--- src/design/stack_map_v3_stream_parser_defines.svh ---
// Assertion macros shared by the stack map parser.
`ifndef STACK_MAP_V3_STREAM_PARSER_DEFINES_SVH
`define STACK_MAP_V3_STREAM_PARSER_DEFINES_SVH
// Implication checked on every clock edge outside reset.
`define SMP_ASSERT_IMPL(label, clk, rst, ante, cons) \
   label: assert property (@(posedge clk) disable iff (rst) (ante) |-> (cons)) \
      else $error("assertion failed");
// Next-cycle implication checked outside reset.
`define SMP_ASSERT_NEXT(label, clk, rst, ante, cons) \
   label: assert property (@(posedge clk) disable iff (rst) (ante) |=> (cons)) \
      else $error("assertion failed");
`endif

--- src/design/smp_pkg.sv ---
// Types and constants shared by the stack map parser modules.
`default_nettype none
package smp_pkg;
   localparam logic [7:0] VERSION = 8'd3;

   typedef enum logic [3:0] {
      PH_HEADER, PH_FUNC, PH_CONST, PH_REC_HEAD, PH_LOC, PH_LOC_PAD,
      PH_LIVE_HEAD, PH_LIVE, PH_TAIL_PAD, PH_DONE, PH_ERROR, PH_SKIP
   } phase_type;

   typedef enum logic [1:0] {
      KIND_CONST = 2'd0, KIND_HEAD = 2'd1, KIND_LOC = 2'd2, KIND_STATUS = 2'd3
   } kind_type;

   typedef enum logic [2:0] {
      ST_OK = 3'd0, ST_SHORT = 3'd1, ST_VERSION = 3'd2, ST_TRUNC = 3'd3,
      ST_OVERFLOW = 3'd4
   } status_type;

   // Controller states for the function skip walk.
   typedef enum logic [1:0] {C_IDLE, C_READ, C_CHECK} cstate_type;

   // Result item as it travels to the output register.
   typedef struct packed {
      logic [1:0]  item_kind;
      logic [63:0] wide_value;
      logic [63:0] patch_point_id;
      logic [15:0] location_count;
      logic [7:0]  location_kind;
      logic [15:0] location_size;
      logic [15:0] location_register;
      logic [31:0] location_offset;
      logic [2:0]  status;
      logic        run_last;
   } result_type;

   // Status from datapath to controller.
   typedef struct packed {
      logic        rec_exhausted; // current function has no records left
      logic        func_in_range; // function_index below total
   } dp_status_type;
endpackage
`default_nettype wire

--- src/design/smp_ctrl.sv ---
// Controller for the stack map parser: runs the function skip walk; its busy flag holds off byte acceptance.
`default_nettype none
module smp_ctrl (
   input  wire logic                  clock,
   input  wire logic                  reset,
   input  wire logic                  skip_req,
   input  wire smp_pkg::dp_status_type dp_status,
   input  wire logic                  rd_ready,
   output logic                       skip_busy,
   output logic                       skip_step,
   output logic                       skip_done
);
   import smp_pkg::*;

   cstate_type state_ff, state_in;

   // State register.
   always_ff @(posedge clock) begin
      if (reset) begin
         state_ff <= C_IDLE;
      end else begin
         state_ff <= state_in;
      end
   end

   // Walk: wait for the table read, then step past an exhausted function in range, or else finish the walk.
   always_comb begin
      state_in  = state_ff;
      skip_step = 1'b0;
      skip_done = 1'b0;
      skip_busy = (state_ff != C_IDLE);
      unique case (state_ff)
         C_IDLE: begin
            if (skip_req) state_in = C_READ;
         end
         C_READ: begin
            if (rd_ready) state_in = C_CHECK;
         end
         C_CHECK: begin
            if (dp_status.func_in_range && dp_status.rec_exhausted) begin
               skip_step = 1'b1;
               state_in  = C_READ;
            end else begin
               skip_done = 1'b1;
               state_in  = C_IDLE;
            end
         end
         default: state_in = C_IDLE;
      endcase
   end
endmodule
`default_nettype wire

--- config.mk ---
export PLATFORM = sky130hd
export DESIGN_NAME = smp_ctrl
export DESIGN_NICKNAME = d
export VERILOG_FILES = /design/src/design/stack_map_v3_stream_parser_defines.svh /design/src/design/smp_pkg.sv /design/src/design/smp_ctrl.sv
export SDC_FILE = /design/constraint.sdc
export NUM_CORES = 1
export LEC_CHECK = 0
export BUFFER_PORTS_ARGS = -buffer_cell sky130_fd_sc_hd__buf_2
export CORE_AREA = 3 3 40 42
export DETAILED_ROUTE_END_ITERATION = 8
export DIE_AREA = 0 0 43 45
export GPL_ROUTABILITY_DRIVEN = 1
export SYNTH_ARGS = -nofsm -noshare
export SYNTH_HDL_FRONTEND = slang
export SYNTH_SLANG_ARGS = --single-unit
--- constraint.sdc ---
create_clock -name clock -period 0.97 [get_ports clock]
set_clock_uncertainty 0.2 [all_clocks]
set_input_delay 0.097 -clock clock [delete_from_list [all_inputs] [get_ports clock]]
set_output_delay 0.097 -clock clock [all_outputs]
set_load 0.1 [all_outputs]
Word-level counts from Yosys, hierarchy flattened
Index checks and enable logic that the tools add are counted.
{ "totals": {"regBits": 2, "in_bits": 6, "out_inout_bits": 3, "word_cells": 17} }
{ "op_classes": {"n_eq_ne": 4, "muxes": 8, "reduce_logical": 4} }
{ "op_table": {"columns": ["op", "count"], "rows": [
  ["2-bit one-hot mux with 3 select lines", 1],
  ["1-bit two-way mux", 5],
  ["2-bit two-way mux", 2],
  ["2-bit inequality test (second input constant)", 2],
  ["2-bit by 1-bit equality test with 1-bit output (second input constant)", 1],
  ["2-bit equality test (second input constant)", 1],
  ["2-bit zero test", 1],
  ["2-bit AND reduction", 1],
  ["2-bit nonzero test", 1],
  ["1-bit logical AND", 1]
]} }

Depth between registers and ports, before layout
{ "logic_depth": {"word_depth": 3, "ltp_mapped": 3, "depth_no_buf": 3} }

Least setup slack after synthesis
OpenSTA, ideal clock, no wires.
{ "synth_path": {"kind": "reg-to-output", "start": "reg state_ff[0]", "end": "out skip_done", "arrival_time_ps": 1927, "t_required_ps": 673, "setup_slack_ps": -1254, "stages_incl_launch_ff": 3, "n_path_buf": 0, "path_cell_list": "dfxtp_1 nand2b_4 a21oi_1"} }
{ "synth_between": {"elab_chain_cells": 2} }
{ "synth_rtl": {"columns": ["element", "line", "source"], "rows": [
  ["start: declaration", "smp_ctrl.sv:15", "cstate_type state_ff, state_in;"],
  ["start signal: assignment", "smp_ctrl.sv:22", "state_ff <= state_in;"],
  ["2-bit equality test", "smp_ctrl.sv:32", "unique case (state_ff)"],
  ["1-bit two-way mux", "smp_ctrl.sv:32", null],
  ["end: declaration", "smp_ctrl.sv:11", "output logic skip_done"]
]} }
Every way passes these cells.

Final worst setup path
Ends and elaborated chain as after synthesis.

==> run metrics <==
status complete, but fails checks; failing checks negative hold slack, negative setup slack; syn nets 18; met3 Usage GRT 3.984%; hold_sp reset; setup tns final -1.184 ns; post-layout min period 1.317 ns; Final Hold Viols 2; Pwr Density 1295 mW/mm²; adder-cell share of the synthesized area 0%; mux cell area share after synthesis 0%; Synth Register Bits 2; crit-path max FO 4; drt wl/cell 8.659 µm; CP top delay family flip-flops; max reg flops 2; GRT Overall Usage 3.910%; # diodes 0; CP cell instances nand2b_4 > a21oi_4 > buf_12; worst setup path start state_ff[0]; critical path endpoint category output pin; largest family of logic cells by synthesized area simple AND/OR/NAND/NOR gates; Max-Cap Viols 0; Ys Warns 0; Tot Pwr 0.0004164 W; WL final 355 µm; worst rel slew slack 88.03%; number of port buffers 8; Die ar. 0.001935 mm²; Reg with most FFs state_ff; Yosys cell types 9; placer congestion estimate 0.5673; Yosys top cell area share 33.33%; antenna violations before repair 0; grt ovf 0; I/O pin count 9; Compound-Gate Fraction of Synth Area 16.67%; Die H 45 µm; Clk Latency, worst-skew pair 0.22 ns; root buffer cell clkbuf_4; sequential area share after synthesis 33.33%; First DRT Iteration DRCs 1; Slew Limit Fails 0; total CTS buffers 3; slowest CP cell dfxtp_2; CP Data Arrival Time 1.02 ns; busiest grt layer met4; syn_area_per_cell 10.01 µm²; fin nets 34; clock buffer depth 2; clock-pin slew on the worst setup and hold paths 0.03 ns; placed insts 37; synth top area cells dfxtp_1 (33%), nand2b_4 (11%), nand2b_1 (10%); worst-margin pin slew 0.1793 ns; Area growth syn-to-layout 167.7%; synthesized cell area 120.1 µm²; Core Region 0.001285 mm²; Final Cycle Share 135.7%; CP max stage delay 0.32 ns; share of cells above drive strength 1 92.31%; VDD IR max 0.0002743 V; standard-cell row count 13; count of final setup violators 5; Largest regs state_ff: 2 flops; DR vias/cell 3.366; worst min path class input port to register; initial cell density of the core 9.348%; TritonCTS clock tree built; drt drc 0; routed vias 138; Fin Hold WS -0.1213 ns; Setup WS post-layout -0.3467 ns; Post-Route Utilization 25.02%; Syn Inst Count 12; CTS HTree Levels 1; Routed Antenna Nets 0; CP Launch Type register; maximum clock rate 759.4 MHz; largest net degree at the start of global routing 5; number of global-route vias before repair 126; simple-gate portion of the synthesized area 50.00%; leak pwr 0.1362 nW; Crit path required time 0.67 ns; XOR/XNOR Fraction of Synth Area 0%; R2R setup slack -0.17 ns; TritonRoute pass-1 iters 2; clock sink count 2; Worst Setup Path Type register to output pin; Worst Path Buf+Inv 1; reg-to-reg startpoint state_ff[0]; die width 43 µm; GRT met2 Usage 4.491%; Yosys top cell by area dfxtp_1; met1 Usage GRT 3.125%; global-route wire length before repair 462 µm; RSZ-0062 raised after global routing true; Non-Filler Instances 41
where the power goes:
| group | switching [W] | internal, W | leakage (nW) |
|---|---|---|---|
| combinational | 0.0000723 | 0.0000685 | 0.105 |
| clock | 0.0000472 | 0.000137 | 0.0138 |
| sequential | 0.00000502 | 0.0000868 | 0.0175 |
| total | 0.000125 | 0.000292 | 0.136 |
stage by stage:
| stage | hold WS, ns | area (µm²) | worst slack [ns] |
|---|---|---|---|
| 2_1_floorplan | -0.02548 | 131.4 | -0.4369 |
| 6_report | -0.1213 | 321.6 | -0.3467 |
| 3_5_place_dp | 0.08263 | 250.2 | -0.1523 |
| 5_1_grt | -0.1182 | 321.6 | -0.3787 |
| 3_3_place_gp | 0.08239 | 250.2 | -0.1461 |
| 4_1_cts | -0.1607 | 300.3 | -0.3550 |
metal layers:
layer	vias up	routed length [µm]
met5	-	0
met3	0	49
li1	69	-
met4	0	0
met1	62	110
met2	7	195
cell usage in the layout (no fill, tap or decap), types with 2 or more instances in the layout:
cell,Yosys,final
buf_12,0,3
buf_6,0,2
nand2b_4,1,2
buf_2,0,5
clkbuf_4,0,3
cell type report:
type | instances | area (µm²)
fillers | 144 | 963.4
multi-input cells | 10 | 120.1
repair buffers | 11 | 115.1
flip-flops and latches | 2 | 45.04
clock buffers | 3 | 22.52
well taps | 15 | 18.77
cells in the mapped netlist:
cell	number
or2_1	1
nor4bb_1	1
a21oi_1	2
nand2_2	1
nand2b_4	1
nor2_4	1
o21ba_1	1
dfxtp_1	2
nand2b_1	2
final timing paths:
kind / to / cells past startpoint
setup / recovery: skip_done / 3
hold / removal: state_ff[1] / 2
setup reg to reg: state_ff[0] / 5
hold reg to reg: state_ff[1] / 2
repair_timing:
action | 4_1_cts | 5_1_grt
cloned | 0 | 0
resized for setup | 6 | 4
setup endpoints to repair | 5 | 5
pin swaps | 3 | 2
hold endpoints to repair | 2 | 2
setup buffers | 1 | 0
kinds of logic (layout without fill, tap and decap cells):
group           after synthesis  count (layout)
simple gates                  7               7
compound gates                3               3
buf+inv                       0              14
flops                         2               2
worst register-to-register path: cells and delay by family, from the launching register on:
family / cells / cell delay (ns)
simple gates: 1 / 0.06
flops: 1 / 0.32
buf+inv: 2 / 0.24
compound gates: 2 / 0.21
(Power assumes the default switching activity.)
